===== src/rtl/unsigned_to_ascii_radix_assert.svh =====
// ----------------------------------------------------------------------------
// unsigned_to_ascii_radix_assert.svh
// Assertion macros for the radix converter RTL.
// ----------------------------------------------------------------------------
`ifndef UNSIGNED_TO_ASCII_RADIX_ASSERT_SVH
`define UNSIGNED_TO_ASCII_RADIX_ASSERT_SVH

// Check that a condition implies a consequence in the same cycle
`define UAR_ASSERT_SAME(lbl, ante, cons, msg) \
  lbl: assert property (@(posedge clk) disable iff (!rst_n) (ante) |-> (cons)) \
    else $error(msg);

// Check that a condition implies a consequence in the next cycle
`define UAR_ASSERT_NEXT(lbl, ante, cons, msg) \
  lbl: assert property (@(posedge clk) disable iff (!rst_n) (ante) |=> (cons)) \
    else $error(msg);

`endif


===== src/rtl/uar_pkg.sv =====
// ----------------------------------------------------------------------------
// uar_pkg
// Shared types, radix codes and the digit-to-ASCII mapping.
// ----------------------------------------------------------------------------
`default_nettype none

package uar_pkg;

  // Radix select codes
  localparam logic [1:0] CMD_DEC   = 2'd0;
  localparam logic [1:0] CMD_OCT   = 2'd1;
  localparam logic [1:0] CMD_HEX_L = 2'd2;
  localparam logic [1:0] CMD_HEX_U = 2'd3;

  // ASCII offsets
  localparam logic [7:0] ASCII_ZERO   = 8'h30;  // '0'
  localparam logic [7:0] ASCII_HEX_U  = 8'h37;  // 'A' - 10
  localparam logic [7:0] ASCII_HEX_L  = 8'h57;  // 'a' - 10
  localparam logic [3:0] MAX_DEC_DIG  = 4'd9;

  // Controller to datapath commands
  typedef struct packed {
    logic load;     // capture a new value
    logic dabble;   // one double dabble step
    logic skip;     // drop a leading zero digit
    logic emit;     // move the top digit to the output register
  } uar_cmd_t;

  // Datapath to controller status
  typedef struct packed {
    logic top_zero;   // most significant digit is zero
    logic cnt_one;    // one digit left
    logic bits_done;  // final double dabble step
  } uar_sts_t;

  function automatic logic [7:0] digit_char(input logic [3:0] d, input logic [1:0] cmd);
    logic [7:0] dx;
    dx = {4'd0, d};
    if (d <= MAX_DEC_DIG) begin
      digit_char = dx + ASCII_ZERO;
    end else if (cmd == CMD_HEX_U) begin
      digit_char = dx + ASCII_HEX_U;
    end else begin
      digit_char = dx + ASCII_HEX_L;
    end
  endfunction

endpackage

`default_nettype wire


===== src/rtl/uar_stream_if.sv =====
// ----------------------------------------------------------------------------
// uar_in_if / uar_out_if
// Valid/ready channels for the value input and the character output.
// ----------------------------------------------------------------------------
`default_nettype none

interface uar_in_if #(
  parameter int VALUE_WIDTH = 32
);
  logic                   valid;
  logic                   ready;
  logic [1:0]             cmd;
  logic [VALUE_WIDTH-1:0] value;

  modport source (output valid, output cmd, output value, input ready);
  modport sink   (input valid, input cmd, input value, output ready);
endinterface

interface uar_out_if;
  logic       valid;
  logic       ready;
  logic [7:0] character;
  logic       last;

  modport source (output valid, output character, output last, input ready);
  modport sink   (input valid, input character, input last, output ready);
endinterface

`default_nettype wire


===== src/rtl/unsigned_to_ascii_radix.sv =====
// Sequence: load the value; for decimal, VALUE_WIDTH double dabble steps; skip leading
// zero digits; then one digit per cycle while the output is taken. A new value is
// accepted only in idle, after the final digit of the previous value has been emitted.
// Reset: synchronous active-low rst_n empties the output and returns to idle.
// ----------------------------------------------------------------------------
// unsigned_to_ascii_radix
// Converts an unsigned value into ASCII digits in decimal, octal or hex.
// ----------------------------------------------------------------------------
`default_nettype none

`include "unsigned_to_ascii_radix_assert.svh"

module unsigned_to_ascii_radix
  import uar_pkg::*;
#(
  parameter int VALUE_WIDTH = 32
) (
  input wire logic clk,
  input wire logic rst_n,
  uar_in_if.sink   in_ch,
  uar_out_if.source out_ch
);

  uar_cmd_t ctl;
  uar_sts_t sts;

  uar_ctrl u_ctrl (
    .clk       (clk),
    .rst_n     (rst_n),
    .in_valid  (in_ch.valid),
    .in_cmd    (in_ch.cmd),
    .in_ready  (in_ch.ready),
    .out_valid (out_ch.valid),
    .out_ready (out_ch.ready),
    .sts       (sts),
    .ctl       (ctl)
  );

  uar_dpath #(
    .VALUE_WIDTH (VALUE_WIDTH)
  ) u_dpath (
    .clk           (clk),
    .in_cmd        (in_ch.cmd),
    .in_value      (in_ch.value),
    .ctl           (ctl),
    .sts           (sts),
    .out_character (out_ch.character),
    .out_last      (out_ch.last)
  );

  // A fresh value never emits a digit in the cycle after it lands
  `UAR_ASSERT_NEXT(a_no_emit_after_load, in_ch.valid && in_ch.ready, !ctl.emit, "emit right after load")
  // No new value while digits are leaving
  `UAR_ASSERT_SAME(a_no_accept_in_emit, ctl.emit, !in_ch.ready, "accept during emit")
  // The final digit frees the input
  `UAR_ASSERT_NEXT(a_idle_after_last, ctl.emit && sts.cnt_one, in_ch.ready, "not idle after last digit")

endmodule

`default_nettype wire


===== src/rtl/uar_dpath.sv =====
// ----------------------------------------------------------------------------
// uar_dpath
// Digit register, double dabble step, digit counters and output register.
// ----------------------------------------------------------------------------
`default_nettype none

module uar_dpath
  import uar_pkg::*;
#(
  parameter int VALUE_WIDTH = 32
) (
  input  wire logic                   clk,
  input  wire logic [1:0]             in_cmd,
  input  wire logic [VALUE_WIDTH-1:0] in_value,
  input  wire uar_cmd_t               ctl,
  output      uar_sts_t               sts,
  output      logic [7:0]             out_character,
  output      logic                   out_last
);

  // Octal needs the most digits; decimal and hex fit in the same count
  localparam int NDIG = (VALUE_WIDTH + 2) / 3;
  localparam int DW   = 4 * NDIG;
  localparam int CW   = $clog2(NDIG + 1);
  localparam int BW   = $clog2(VALUE_WIDTH + 1);

  logic [DW-1:0]          digs_r, digs_nxt;
  logic [VALUE_WIDTH-1:0] val_r, val_nxt;
  logic [CW-1:0]          cnt_r, cnt_nxt;
  logic [BW-1:0]          bit_r, bit_nxt;
  logic [1:0]             cmd_r, cmd_nxt;
  logic [7:0]             char_r, char_nxt;
  logic                   last_r, last_nxt;

  logic [3*NDIG-1:0]      oct_src;
  logic [DW-1:0]          hex_src;
  logic [DW-1:0]          oct_digs;
  logic [DW-1:0]          adj;
  logic [3:0]             top;

  // Split the value into octal and hex digit fields
  assign oct_src = (3*NDIG)'(in_value);
  assign hex_src = DW'(in_value);

  always_comb begin
    for (int i = 0; i < NDIG; i++) begin
      oct_digs[4*i +: 4] = {1'b0, oct_src[3*i +: 3]};
    end
  end

  // Add three to every BCD digit of five or more
  always_comb begin
    for (int i = 0; i < NDIG; i++) begin
      if (digs_r[4*i +: 4] >= 4'd5) begin
        adj[4*i +: 4] = digs_r[4*i +: 4] + 4'd3;
      end else begin
        adj[4*i +: 4] = digs_r[4*i +: 4];
      end
    end
  end

  assign top = digs_r[DW-1 -: 4];

  always_comb begin
    digs_nxt = digs_r;
    val_nxt  = val_r;
    cnt_nxt  = cnt_r;
    bit_nxt  = bit_r;
    cmd_nxt  = cmd_r;
    char_nxt = char_r;
    last_nxt = last_r;
    if (ctl.load) begin
      cmd_nxt = in_cmd;
      val_nxt = in_value;
      cnt_nxt = CW'(NDIG);
      bit_nxt = BW'(VALUE_WIDTH);
      unique case (in_cmd)
        CMD_DEC:              digs_nxt = '0;
        CMD_OCT:              digs_nxt = oct_digs;
        CMD_HEX_L, CMD_HEX_U: digs_nxt = hex_src;
        default:              digs_nxt = hex_src;
      endcase
    end else if (ctl.dabble) begin
      // Shift the next value bit into the corrected BCD digits
      digs_nxt = {adj[DW-2:0], val_r[VALUE_WIDTH-1]};
      val_nxt  = {val_r[VALUE_WIDTH-2:0], 1'b0};
      bit_nxt  = bit_r - BW'(1);
    end else if (ctl.skip || ctl.emit) begin
      // Advance to the next digit
      digs_nxt = {digs_r[DW-5:0], 4'd0};
      cnt_nxt  = cnt_r - CW'(1);
      if (ctl.emit) begin
        char_nxt = digit_char(top, cmd_r);
        last_nxt = sts.cnt_one;
      end
    end
  end

  always_ff @(posedge clk) begin
    digs_r <= digs_nxt;
    val_r  <= val_nxt;
    cnt_r  <= cnt_nxt;
    bit_r  <= bit_nxt;
    cmd_r  <= cmd_nxt;
    char_r <= char_nxt;
    last_r <= last_nxt;
  end

  assign sts.top_zero  = (top == 4'd0);
  assign sts.cnt_one   = (cnt_r == CW'(1));
  assign sts.bits_done = (bit_r == BW'(1));

  assign out_character = char_r;
  assign out_last      = last_r;

endmodule

`default_nettype wire


===== src/rtl/uar_ctrl.sv =====
// ----------------------------------------------------------------------------
// uar_ctrl
// Sequencer: load, decimal conversion, leading zero skip and digit output.
// ----------------------------------------------------------------------------
`default_nettype none

module uar_ctrl
  import uar_pkg::*;
(
  input  wire logic       clk,
  input  wire logic       rst_n,
  input  wire logic       in_valid,
  input  wire logic [1:0] in_cmd,
  output      logic       in_ready,
  output      logic       out_valid,
  input  wire logic       out_ready,
  input  wire uar_sts_t   sts,
  output      uar_cmd_t   ctl
);

  localparam logic [1:0] S_IDLE = 2'd0;
  localparam logic [1:0] S_CONV = 2'd1;
  localparam logic [1:0] S_SKIP = 2'd2;
  localparam logic [1:0] S_EMIT = 2'd3;

  logic [1:0] state_r, state_nxt;
  logic       valid_r, valid_nxt;
  logic       slot_free;

  assign in_ready  = (state_r == S_IDLE);
  assign slot_free = !valid_r || out_ready;

  // Next state and commands
  always_comb begin
    state_nxt = state_r;
    ctl       = '0;
    unique case (state_r)
      S_IDLE: begin
        if (in_valid) begin
          ctl.load  = 1'b1;
          state_nxt = (in_cmd == CMD_DEC) ? S_CONV : S_SKIP;
        end
      end
      S_CONV: begin
        ctl.dabble = 1'b1;
        if (sts.bits_done) begin
          state_nxt = S_SKIP;
        end
      end
      S_SKIP: begin
        if (sts.top_zero && !sts.cnt_one) begin
          ctl.skip = 1'b1;
        end else begin
          state_nxt = S_EMIT;
        end
      end
      S_EMIT: begin
        if (slot_free) begin
          ctl.emit = 1'b1;
          if (sts.cnt_one) begin
            state_nxt = S_IDLE;
          end
        end
      end
      default: state_nxt = S_IDLE;
    endcase
  end

  // Hold the output beat until taken
  always_comb begin
    if (ctl.emit) begin
      valid_nxt = 1'b1;
    end else if (out_ready) begin
      valid_nxt = 1'b0;
    end else begin
      valid_nxt = valid_r;
    end
  end

  always_ff @(posedge clk) begin
    if (!rst_n) begin
      state_r <= S_IDLE;
      valid_r <= 1'b0;
    end else begin
      state_r <= state_nxt;
      valid_r <= valid_nxt;
    end
  end

  assign out_valid = valid_r;

endmodule

`default_nettype wire

===== src/flat_wrapper.sv =====
// flat-port wrapper written by rule: the top's interface ports become plain ports
module unsigned_to_ascii_radix_flat import uar_pkg::*;
#(
  parameter int VALUE_WIDTH = 32
)
  (clk, rst_n, in_ch_valid, in_ch_cmd, in_ch_value, in_ch_ready, out_ch_valid, out_ch_character, out_ch_last, out_ch_ready);
  uar_in_if #(.VALUE_WIDTH(VALUE_WIDTH)) in_ch_i ();
  uar_out_if out_ch_i ();
  input wire logic clk;
  input wire logic rst_n;
  input wire logic [$bits(in_ch_i.valid)-1:0] in_ch_valid;
  input wire logic [$bits(in_ch_i.cmd)-1:0] in_ch_cmd;
  input wire logic [$bits(in_ch_i.value)-1:0] in_ch_value;
  output wire logic [$bits(in_ch_i.ready)-1:0] in_ch_ready;
  output wire logic [$bits(out_ch_i.valid)-1:0] out_ch_valid;
  output wire logic [$bits(out_ch_i.character)-1:0] out_ch_character;
  output wire logic [$bits(out_ch_i.last)-1:0] out_ch_last;
  input wire logic [$bits(out_ch_i.ready)-1:0] out_ch_ready;
  assign in_ch_i.valid = in_ch_valid;
  assign in_ch_i.cmd = in_ch_cmd;
  assign in_ch_i.value = in_ch_value;
  assign in_ch_ready = in_ch_i.ready;
  assign out_ch_valid = out_ch_i.valid;
  assign out_ch_character = out_ch_i.character;
  assign out_ch_last = out_ch_i.last;
  assign out_ch_i.ready = out_ch_ready;
  unsigned_to_ascii_radix #(.VALUE_WIDTH(VALUE_WIDTH)) u_core (.clk(clk), .rst_n(rst_n), .in_ch(in_ch_i), .out_ch(out_ch_i));
endmodule

===== config.mk =====
export PLATFORM = sky130hd
export DESIGN_NAME = unsigned_to_ascii_radix_flat
export DESIGN_NICKNAME = d
export VERILOG_FILES = /design/src/rtl/uar_pkg.sv /design/src/rtl/uar_stream_if.sv /design/src/rtl/unsigned_to_ascii_radix.sv /design/src/rtl/uar_dpath.sv /design/src/rtl/uar_ctrl.sv /design/src/flat_wrapper.sv
export VERILOG_INCLUDE_DIRS = /design/src /design/src/rtl
export SDC_FILE = /design/constraint.sdc
export NUM_CORES = 1
export LEC_CHECK = 0
export CAP_MARGIN = 20
export CORE_MARGIN = 1
export CORE_UTILIZATION = 60
export DETAILED_ROUTE_END_ITERATION = 16
export DONT_BUFFER_PORTS = 1
export PLACE_DENSITY = 0.76
export SLEW_MARGIN = 25
export SYNTH_ARGS = -nofsm -noshare
export SYNTH_HDL_FRONTEND = slang
export SYNTH_HIERARCHICAL = 1
export SYNTH_SLANG_ARGS = --single-unit
export TNS_END_PERCENT = 10

===== constraint.sdc =====
create_clock -name clk -period 4.9 [get_ports clk]
set_clock_uncertainty 0.15 [all_clocks]
set_input_delay 0.245 -clock clk [delete_from_list [all_inputs] [get_ports clk]]
set_output_delay 0.245 -clock clk [all_outputs]
set_load 0.005 [all_outputs]

# [Word level (Yosys, flattened, before mapping)]
# Cells that the tools add are included.
[word_totals] register_bits=100 in_bits=38 output_inout_bits=11
[classes] addsub=16 magnitude_cmp=12 eq_ne=14 mux=35 bitwise_logic=2 reduce_logical=15
[ops] operator="$mux 44" count=3
[ops] operator="$pmux 44 s3" count=1
[ops] operator="$mux 32" count=2
[ops] operator="$ge 4x3->1 const B" count=11
[ops] operator="$add 4x2->4 const B" count=10
[ops] operator="$mux 4" count=10
[ops] operator="$mux 8" count=2
[ops] operator="$add 4x6->7 const B" count=2
[ops] operator="$mux 2" count=6
[ops] operator="$eq 2x2->1 const B" count=5
[ops] operator="$mux 1" count=9
[ops] operator="$add 4x7->8 const B" count=1
[ops] operator="$ne 2x2->1 const B" count=4
[ops] operator="$pmux 2 s4" count=1
[ops] operator="$eq 6x1->1 const B" count=1
[ops] operator="$sub 6x1->6 const B" count=1
[ops] operator="$reduce_and 5->1" count=1
[ops] operator="$eq 2x1->1 const B" count=2
[ops] operator="$eq 4x1->1 const B" count=1
[ops] operator="$le 4x4->1 const B" count=1
[ops] operator="$logic_not 2->1" count=2
[ops] operator="$logic_not 4->1" count=1
[ops] operator="$reduce_and 4->1" count=1
[ops] operator="$reduce_bool 2->1" count=2
[ops] operator="other kinds (11)" count=14

# [Logic depth before layout (Yosys ltp)]
# Gate-level depths: netlist (run 1).
[depth] ltp_word=9 mapped_depth=8 ltp_nobuf=8

# [Hierarchy]
# The synthesis (run 1) kept the hierarchy.
[modules_own_cells] module="uar_dpath" n_inst=1 cells_each=463 area_each_um2=5313.8 seq_area_each_um2=2782.7
[modules_own_cells] module="uar_ctrl" n_inst=1 cells_each=31 area_each_um2=281.5 seq_area_each_um2=60.1

# [Least setup slack after synthesis (run 1)]
# Ideal clock, no wire load.
[synth_path] path_kind="reg-to-reg" startpoint="register u_core.u_ctrl.state_r[0]" endpoint="register u_core.u_dpath.digs_r[0] (enable)" setup_time_ns=0.403 arrival_time_ns=2.932 t_required_ns=4.347 path_slack_ns=1.415 stages_incl_launch_ff=8 n_path_buf=1 cell_sequence="dfxtp_1 > inv_1 > ha_1 > and2_1 > nor2_1 > buf_2 > inv_1 > or3_1"
[synth_lines] element="start, declared" line="uar_ctrl.sv:26" text="logic [1:0] state_r, state_nxt;"
[synth_lines] element="start signal, assigned" line="uar_ctrl.sv:85" text="state_r <= state_nxt;"
[synth_lines] element="end signal, assigned" line="uar_dpath.sv:100" text="digs_r <= digs_nxt;"
[synth_lines] element="end, declared" line="uar_dpath.sv:27" text="logic [DW-1:0] digs_r, digs_nxt;"

==> run metrics, run 1 <==
status=completed; antenna violations before repair=0; Final Non-Filler Cells=639; hpwl dp=roughly 7500 µm; CP endpoint kind=register; row count=34; vias=4026; die width=98.6 µm; worst ir drop on vdd=0.362 mV; Final Hold Fails=0; First-pass DRT Iterations=8; I/O pins=49; Relative slew margins=0.296; class of the tightest hold or removal check=in -> reg; max-cap viol count=0; Starting Density=0.629; die area=approximately 9700 µm²; Inst Count DP=582; Synth Flop Type=edfxtp_1; Via-to-Cell Ratio=6.30; critical path startpoint category=register; vias in the first global route=slightly below 4000; GR Util All Layers=0.258; Slew Viols, Final=0; setup_tns=0 ns; Diodes inserted=0; largest net degree at the start of global routing=70; layout net count=595; Final Core Density=0.702; clock buffer depth=2; # fillers=631; number of enable flip-flop cells after synthesis=86; CTS root buffer=clkbuf_8; WL final=between 10000 and 15000 µm; critical path required time=4.96 ns; Mapped Area=5600 µm²; leakage power=2.26 nW; first-iteration detailed-routing DRC count=384; DRC viols=0; sequential area share after synthesis=0.508; Final period util=0.780; # clock sinks=99; crit path DAT=roughly 4 ns; final setup vio count=0; fin crit period=3.82 ns; cts bufs inserted=9; H-tree lvl count=3; Pwr per Cell Area=676 nW/µm²; Port Buffers=0; Die Y-Extent=98.6 µm; Area Overhead vs Synth=11.6%; CTS tree=built; Worst Tran Pin Value=1.06 ns; Synthesis Warnings=6; cell count after synthesis=494; core region area=roughly 8900 µm²; syn_nets=563; grt ovf=0; Post-DRT Antenna Nets=0; synthesized area per cell=11.3 µm²; first-pass GRT wire length=just under 20000 µm; clk_lat worst skew=0.38 ns; register area=~2800 µm²; share of layout cells above drive strength 1=0.115; FF+latch count, synth=99; Async SR Flop Fraction=0; pre-CTS WS=between 1.5 and 2 ns; Worst-path clk slew=0.09 ns; kind of critical path=reg -> reg; area of the multi-input gates=2500 µm²; final worst slack=1.08 ns; RSZ-0062 raised after global routing=no; Critical Path Fanout Max=between 60 and 70; wire per inst=between 15 and 20 µm; Yosys cell types=54; post_cts resized=0; gpl congestion=0.807; FMAX=0.262 GHz
-- through the flow --
stage          hold slack (ns)  power, mW  instance area (µm²)
5_1_grt                0.00975       4.52                 6240
6_report                0.0226       4.22                 6240
2_1_floorplan            0.194       3.22                 5600
3_5_place_dp             0.194       3.63                 5650
3_3_place_gp             0.194       3.53                 5640
4_1_cts               0.000410       4.21                 6230
-- sequential cells by signal, indices dropped and copies added, names as in the netlist --
register,cells
u_core/u_dpath/cnt_r,4
u_core/u_dpath/cmd_r,2
u_core/u_ctrl/out_valid,1
u_core/u_dpath/out_character,7
u_core/u_dpath/val_r,32
u_core/u_dpath/digs_r,44
u_core/u_dpath/out_last,1
u_core/u_dpath/bit_r,6
u_core/u_ctrl/state_r,2
-- worst max-delay path, cell delays in order, from the launching register on --
cell	delay (ns)
dfxtp_1	0.36
inv_1	0.10
ha_1	0.32
and2_2	0.24
buf_4	0.61
and2_1	0.93
a222oi_1	0.22
dlygate4sd3_1	0.65
o31ai_1	0.07
-- Yosys cell counts (2+ instances only) --
cell,number,area share
nor2b_1,5,0.0056
a21oi_1,19,0.017
inv_1,37,0.025
o311ai_1,2,0.0031
edfxtp_1,86,0.46
nand4b_1,2,0.0031
mux2_2,33,0.066
a32oi_1,4,0.0063
nor3b_1,11,0.015
nor3_1,4,0.0036
o22ai_1,8,0.0089
clkbuf_1,8,0.0054
buf_6,2,0.0040
o31ai_1,6,0.0080
xor2_1,9,0.014
mux2i_1,2,0.0036
o21ai_1,9,0.0080
nand3_1,8,0.0072
a221o_1,2,0.0036
buf_4,2,0.0027
a22oi_1,4,0.0054
a222oi_1,19,0.034
ha_1,31,0.069
nor2_1,24,0.016
o21bai_1,2,0.0027
buf_2,8,0.0072
and2_1,3,0.0034
nand2_1,37,0.025
buf_1,4,0.0027
o311ai_0,4,0.0063
dfxtp_1,13,0.047
o21ai_0,27,0.024
and3_1,2,0.0022
a311oi_1,6,0.0094
xnor2_1,18,0.028
nand2b_1,14,0.016
or3_1,2,0.0022
-- what timing repair did --
item / CTS / global route
hold buffers: 40 / 1
setup buffers: 0 / 0
endpoints found under the hold margin: 73 / 1
-- cell usage in the layout (no fill, tap or decap), types with 3 or more instances in the layout --
cell           netlist  layout
nand2b_1            14      14
nor3b_1             11      11
dfxtp_1             13      13
a222oi_1            19      19
a311oi_1             6       6
a32oi_1              4       4
mux2_2              33      33
o31ai_1              6       6
nand2_1             37      37
a21oi_1             19      19
buf_4                2       4
edfxtp_1            86      86
o21ai_1              9       9
a22oi_1              4       4
clkinv_2             1       3
o21ai_0             27      27
nor3_1               4       4
dlygate4sd3_1        0      41
inv_1               37      37
clkbuf_8             0       9
o311ai_0             4       4
xnor2_1             18      18
ha_1                31      31
nand3_1              8       8
o22ai_1              8       8
nor2_1              24      23
xor2_1               9       9
nor2b_1              5       5
-- cell type report --
type                    count  area share
multi-input cells         333       0.400
clock inverters             6     0.00902
clock buffers              10      0.0204
inverters                  38      0.0231
flip-flops and latches     99       0.455
repair buffers             45      0.0706
well taps                 108      0.0216
-- final timing paths --
| check | start | to | slack (ns) | cells past startpoint |
|---|---|---|---|---|
| min reg2reg | u_core/u_dpath/cnt_r[1] | u_core/u_dpath/cnt_r[1] | 0.37 | 1 |
| max | u_core/u_ctrl/state_r[0] | u_core/u_dpath/digs_r[24] | 1.08 | 8 |
| max reg2reg | u_core/u_ctrl/state_r[0] | u_core/u_dpath/digs_r[24] | 1.08 | 8 |
| min | in_ch_value[16] | u_core/u_dpath/digs_r[21] | 0.02 | 3 |
-- kinds of logic (layout without fill, tap and decap cells) --
group / after synthesis / in the layout / synth area share
adder cells (fa/ha/maj): 31 / 31 / 0.0693
AND/OR/NAND/NOR: 120 / 120 / 0.112
other: 1 / 1 / 0.000670
multiplexers: 35 / 35 / 0.0700
buffers and inverters: 62 / 99 / 0.0476
XOR/XNOR: 27 / 27 / 0.0423
flip-flops: 99 / 99 / 0.508
AO/OA/AOI/OAI: 119 / 119 / 0.150
-- layer usage --
layer	vias to the layer above	share of wire	global-route usage	wire length (µm)
met4	0	0.011	0.0677	127
met5	-	0	0	0
met2	165	0.47	0.411	5580
met3	14	0.078	0.0723	935
met1	1937	0.44	0.351	5280
li1	1910	-	-	-
-- where the power goes --
part	total [mW]	internal, mW	leakage (nW)	switching (mW)
clock network	0.507	0.232	0.0951	0.275
registers	1.83	1.54	0.942	0.296
logic	1.88	0.821	1.23	1.06
total	4.22	2.59	2.26	1.63
Note: power is estimated with default switching activity, not from simulation.
==> run 2: changes to the inputs <==
Settings changed: CORE_UTILIZATION 60 to 58.
Clock period 4.9 ns to 3.31 ns, I/O delays scaled along.
==> run 2 against run 1 <==
- via count is 2.5% higher
- routed wire length is 2.1% higher
- power is 49% higher
- critical path depth unchanged
- sequential cell count did not move
- critical endpoint is now u_core/u_dpath/digs_r[28]
- register-to-register slack got worse by 0.70 ns
- core utilization down 2.7 points
- combinational power rose by 49%
- clock power is 54% higher
- largest power group unchanged
==> run metrics, run 2 (synthesis gave the netlist of run 1 again) <==
slowest stage delay, CP=0.60 ns (was 0.93 ns); CP cell instances=inv_1 -> ha_1 -> and2_2 -> buf_4 -> and2_4 -> a222oi_1 -> dlygate4sd3_1 -> o31ai_1 (was inv_1 -> ha_1 -> and2_2 -> buf_4 -> and2_1 -> a222oi_1 -> dlygate4sd3_1 -> o31ai_1); die area=10000 µm² (was 9720 µm²); Top delay family on crit path=buffers and inverters (unchanged); hpwl dp=7850 µm (was 7530 µm); Worst Tran Pin Value=0.765 ns (was 1.06 ns); gpl congestion=0.926 (was 0.807); Critical Path Fanout Max=37 (was 69); crit path DAT=2.98 ns (was 3.89 ns); vias in the first global route=3933 (was 3888); first-iteration detailed-routing DRC count=438 (was 384); Diodes inserted=0 (unchanged); Final period util=0.886 (was 0.780); Pwr per Cell Area=1010 nW/µm² (was 676 nW/µm²); leakage power=2.26 nW (about the same); first-pass GRT wire length=19600 µm (was 19500 µm); Die Y-Extent=100 µm (was 98.6 µm); share of layout cells above drive strength 1=0.123 (was 0.115); Final Hold Fails=0 (unchanged); setup bufs post-CTS=0 (unchanged); Final Non-Filler Cells=659 (was 639); clock buffer depth=2 (unchanged); layout net count=594 (was 595); worst ir drop on vdd=0.467 mV (was 0.362 mV); critical path startpoint category=register (unchanged); vias=4125 (was 4026); status=completed (unchanged); I/O pins=49 (unchanged); GR Util All Layers=0.251 (was 0.258); RSZ-0062 raised after global routing=no (unchanged); Relative slew margins=0.488 (was 0.296); CTS root buffer=clkbuf_8 (unchanged); largest net degree at the start of global routing=45 (was 70); grt ovf=0 (unchanged); kind of critical path=reg -> reg (unchanged); die width=100 µm (was 98.6 µm); Area Overhead vs Synth=12.0% (was 11.6%); max reg flops=44 (unchanged); placed cell area=5680 µm² (was 5650 µm²); Most flops, register=u_core/u_dpath/digs_r (unchanged); FMAX=0.341 GHz (was 0.262 GHz); critical path required time=3.35 ns (was 4.96 ns); most common cell after layout, fill and taps aside=edfxtp_1 (unchanged); post-route cell area=6260 µm² (was 6240 µm²); class of the tightest hold or removal check=in -> reg (unchanged); Slew Viols, Final=0 (unchanged); cts bufs inserted=9 (unchanged); row count=35 (was 34); H-tree lvl count=3 (unchanged); Worst-path clk slew=0.10 ns (was 0.09 ns); clk_lat worst skew=0.36 ns (was 0.38 ns); First-pass DRT Iterations=6 (was 8); max-cap viol count=0 (unchanged); Critical Path Slowest Stage Cell=dlygate4sd3_1 (was and2_1); Via-to-Cell Ratio=6.26 (was 6.30); Final Core Density=0.675 (was 0.702); CTS tree=built (unchanged); CP endpoint kind=register (unchanged); DRC viols=0 (unchanged); critical path buffer and inverter count=3 (unchanged); antenna violations before repair=0 (unchanged); fin crit period=2.93 ns (was 3.82 ns); core region area=9280 µm² (was 8890 µm²); # clock sinks=99 (unchanged); setup_tns=0 ns (unchanged); Port Buffers=0 (unchanged); most frequent cells in the layout=86 x edfxtp_1, 38 x dlygate4sd3_1, 37 x inv_1, 37 x nand2_1, 33 x mux2_2 (was 86 x edfxtp_1, 41 x dlygate4sd3_1, 37 x inv_1, 37 x nand2_1, 33 x mux2_2); final setup vio count=0 (unchanged); Post-DRT Antenna Nets=0 (unchanged); Starting Density=0.603 (was 0.629); WL final=12200 µm (was 11900 µm); Inst Count DP=605 (was 582); wire per inst=18.5 µm (was 18.7 µm)
run 2: layout make-up:
class,instances,area (µm²)
fillers,709,3020
flip-flops and latches,99,2840
multi-input cells,333,2500
repair buffers,44,425
well taps,129,161
inverters,38,144
clock buffers,11,131
clock inverters,5,63.8
run 2: report_power, final:
group	switching [mW]	total, mW	internal, mW	leakage, nW
Combinational	1.59	2.80	1.21	1.23
Clock	0.428	0.783	0.355	0.0937
Sequential	0.445	2.72	2.27	0.942
Total	2.46	6.30	3.83	2.26
run 2: layer usage:
| metal | share of wire | vias to the layer above | global-route usage |
|---|---|---|---|
| met5 | 0 | - | 0 |
| met4 | 0.0066 | 0 | 0.0669 |
| met3 | 0.089 | 6 | 0.0404 |
| met2 | 0.49 | 189 | 0.413 |
| met1 | 0.42 | 2026 | 0.347 |
| li1 | - | 1904 | - |
run 2: timing repair:
| item | 4_1_cts | 5_1_grt |
|---|---|---|
| endpoints found under the hold margin | 77 | 0 |
| hold buffers | 38 | 0 |
| resized for setup | 0 | 0 |
run 2: path summary, 6_finish.rpt:
| path | end | slack, ns | from | depth (start not counted) |
|---|---|---|---|---|
| worst min-delay path | u_core/u_dpath/digs_r[32] | 0.04 | in_ch_cmd[1] | 3 |
| worst min register to register | u_core/u_dpath/cnt_r[1] | 0.35 | u_core/u_dpath/cnt_r[1] | 1 |
| worst max-delay path | u_core/u_dpath/digs_r[28] | 0.38 | u_core/u_ctrl/state_r[1] | 8 |
| worst max register to register | u_core/u_dpath/digs_r[28] | 0.38 | u_core/u_ctrl/state_r[1] | 8 |
run 2: metrics by stage:
| step | setup WS (ns) | total power [mW] | hold slack [ns] |
|---|---|---|---|
| after floorplan | 0.220 | 4.76 | 0.114 |
| after global placement | 0.636 | 5.27 | 0.115 |
| after detailed placement | 0.558 | 5.42 | 0.115 |
| after CTS | 0.249 | 6.27 | 0.0463 |
| after global routing | 0.197 | 6.72 | 0.0643 |
| final | 0.376 | 6.30 | 0.0426 |
run 2: worst min-delay path: cells and delay by family:
| family | cells | cell delay, ns |
|---|---|---|
| AND/OR/NAND/NOR | 2 | 0.14 |
| AO/OA/AOI/OAI | 1 | 0.07 |
==> run 3: changes to the inputs <==
Settings changed: ABC_AREA set to 1.
==> run 3 against run 2 <==
- synthesized cell count rose by 38%
- critical path depth did not move
- routed wire length is 8.8% higher
- hold slack worse by 0.024 ns
- sequential power fell by 4%
- worst setup slack better by 0.21 ns
- count of clock-buffer cells in the layout up 3
- maximum frequency up 7.5%
- critical path type unchanged
==> run metrics, run 3 <==
status=completed (unchanged); sequential area share after synthesis=0.488 (was 0.508); Diodes inserted=0 (unchanged); most frequent cells in the layout=227 x nand2_1, 86 x edfxtp_1, 76 x inv_1 (was 86 x edfxtp_1, 38 x dlygate4sd3_1, 37 x inv_1, 37 x nand2_1, 33 x mux2_2); CTS root buffer=clkbuf_8 (unchanged); setup_tns=0 ns (unchanged); Via-to-Cell Ratio=5.66 (was 6.26); Post-DRT Antenna Nets=0 (unchanged); most common cell after layout, fill and taps aside=nand2_1 (was edfxtp_1); core region area=9770 µm² (was 9280 µm²); worst ir drop on vdd=0.427 mV (was 0.467 mV); RSZ-0062 raised after global routing=no (unchanged); First-pass DRT Iterations=5 (was 6); CTS tree=built (unchanged); # fillers=773 (was 709); Die Y-Extent=102 µm (was 100 µm); hpwl dp=8800 µm (was 7850 µm); final setup vio count=0 (unchanged); critical path depth in cells=8 (unchanged); Port Buffers=0 (unchanged); max reg flops=44 (unchanged); share of the synthesized area in the top cell type=0.443 (was 0.462); WL final=13200 µm (was 12200 µm); Worst Tran Pin Value=0.645 ns (was 0.765 ns); fin crit period=2.73 ns (was 2.93 ns); Final Non-Filler Cells=851 (was 659); FF+latch count, synth=99 (unchanged); row count=36 (was 35); antenna violations before repair=0 (unchanged); first-iteration detailed-routing DRC count=266 (was 438); Critical Path Fanout Max=16 (was 37); FMAX=0.367 GHz (was 0.341 GHz); critical path required time=3.17 ns (was 3.35 ns); Area Overhead vs Synth=9.73% (was 12.0%); Async SR Flop Fraction=0 (unchanged); Final period util=0.824 (was 0.886); Most flops, register=u_core/u_dpath/digs_r (unchanged); crit path DAT=2.59 ns (was 2.98 ns); Critical Path Slowest Stage Cell=nor2_1 (was dlygate4sd3_1); Synthesis Warnings=6 (unchanged); leakage power=2.84 nW (was 2.26 nW); setup bufs post-CTS=0 (unchanged); Inst Count DP=799 (was 605); cell count after synthesis=684 (was 494); kind of critical path=reg -> reg (unchanged); area of the multi-input gates=2470 µm² (was 2500 µm²); clk_lat worst skew=0.38 ns (was 0.36 ns); Worst Reg-to-Reg Cells=8 (unchanged); area leader, netlist=edfxtp_1 (unchanged); class of the tightest hold or removal check=in -> reg (unchanged); die width=102 µm (was 100 µm); Worst-path clk slew=0.08 ns (was 0.10 ns); vias in the first global route=4668 (was 3933); slowest stage delay, CP=0.54 ns (was 0.60 ns); Final Hold Fails=0 (unchanged); vias=4818 (was 4125); post_cts resized=0 (unchanged); DRC viols=0 (unchanged); top-count cell post-synth=nand2_1 (was edfxtp_1); critical path startpoint category=register (unchanged); largest cells by area after synthesis=edfxtp_1 44%, nand2_1 15%, ha_1 6.7% (was edfxtp_1 46%, ha_1 6.9%, mux2_2 6.6%); gpl congestion=0.832 (was 0.926); r2r setup slk=0.58 ns (was 0.38 ns); critical path buffer and inverter count=4 (was 3); grt ovf=0 (unchanged); wire per inst=15.6 µm (was 18.5 µm); CP endpoint kind=register (unchanged); layout net count=782 (was 594); synthesized area per cell=8.52 µm² (was 11.3 µm²); clock buffer depth=2 (unchanged); CP cell instances=inv_1 -> ha_1 -> nand2_1 -> inv_1 -> buf_4 -> nor2_4 -> inv_2 -> nor2_1 (was inv_1 -> ha_1 -> and2_2 -> buf_4 -> and2_4 -> a222oi_1 -> dlygate4sd3_1 -> o31ai_1); Slew Viols, Final=0 (unchanged); die area=10500 µm² (was 10000 µm²); Worst path most repeated cell=inv_1; I/O pins=49 (unchanged); # clock sinks=99 (unchanged); Relative slew margins=0.568 (was 0.488); cts bufs inserted=9 (unchanged); syn_nets=753 (was 563); Pwr per Cell Area=950 nW/µm² (was 1010 nW/µm²); Synth Flop Type=edfxtp_1 (unchanged); power consumption=6.07 mW (was 6.30 mW); Starting Density=0.596 (was 0.603); GR Util All Layers=0.272 (was 0.251); max-cap viol count=0 (unchanged); share of layout cells above drive strength 1=0.0529 (was 0.123); Hold Path Stages=6 (was 3); Commonest cells post-synth=227 x nand2_1, 86 x edfxtp_1, 76 x inv_1 (was 86 x edfxtp_1, 37 x inv_1, 37 x nand2_1); Yosys cell types=35 (was 54); first-pass GRT wire length=21600 µm (was 19600 µm); Post-CTS Hold Buffers=36 (was 38); number of enable flip-flop cells after synthesis=86 (unchanged); H-tree lvl count=3 (unchanged); register area=2840 µm² (unchanged); Top delay family on crit path=simple AND/OR/NAND/NOR gates (was buffers and inverters); Mapped Area=5830 µm² (was 5600 µm²); largest net degree at the start of global routing=38 (was 45)
[run 3: changes by cell type in the layout (fill, tap and decap cells not counted), sizes merged, moves of 16 or more]
cell	delta
o22ai	+16
a222oi	-19
mux2	-33
nor2	+17
inv	+45
xnor2	-18
nand2	+192
nand3	+45
a21oi	+18
[run 3: worst register-to-register path, delay by kind of cell, from the launching register on]
| family | cells | cell delay, ns |
|---|---|---|
| adders and majority gates | 1 | 0.25 |
| DFF | 1 | 0.42 |
| and+or+nand+nor | 3 | 0.97 |
| buffers and inverters | 4 | 0.58 |
[run 3: final cells by class]
cell class / instances / share of cell area
clock inverter: 2 / 0.00157
tap: 133 / 0.0260
sequential: 99 / 0.445
multi-input combinational: 478 / 0.387
inverter: 82 / 0.0493
timing repair buffer: 43 / 0.0646
clock buffer: 14 / 0.0270
[run 3: worst paths after layout]
path,end,from
setup / recovery,u_core/u_dpath/out_last,u_core/u_ctrl/state_r[1]
hold / removal,u_core/u_ctrl/state_r[1],in_ch_valid
setup reg to reg,u_core/u_dpath/out_last,u_core/u_ctrl/state_r[1]
hold reg to reg,u_core/u_dpath/bit_r[5],u_core/u_dpath/bit_r[5]
[run 3: per-layer routing]
layer  global-route usage  share of wire  vias up
met4                0.118          0.025        0
met1                0.328           0.41     2245
met2                0.475           0.50      203
li1                     -              -     2334
met5                    0              0        -
met3               0.0527          0.066       36
[run 3: stage by stage]
stage           util  cell area [µm²]  setup WS, ns  hold WS, ns
6_report       0.654             6390         0.582       0.0189
3_5_place_dp   0.599             5850         0.617        0.115
3_3_place_gp   0.599             5850         0.776        0.115
5_1_grt        0.654             6390         0.393       0.0567
4_1_cts        0.654             6390         0.600      0.00195
2_1_floorplan      -             5830         0.225        0.114
[run 3: logic make-up (layout without fill, tap and decap cells)]
logic type / Yosys count / after routing / synth area share
AND/OR/NAND/NOR: 330 / 330 / 0.236
buffers and inverters: 107 / 141 / 0.0885
AO/OA/AOI/OAI: 105 / 105 / 0.104
flip-flops: 99 / 99 / 0.488
adder cells (fa/ha/maj): 31 / 31 / 0.0666
XOR/XNOR: 11 / 11 / 0.0165
other: 1 / 1 / 0.000643
[run 3: power breakdown]
part / leakage, nW / switching, mW / internal (mW)
clock network: 0.0965 / 0.405 / 0.334
logic: 1.80 / 1.81 / 0.897
registers: 0.948 / 0.373 / 2.25
total: 2.84 / 2.59 / 3.48
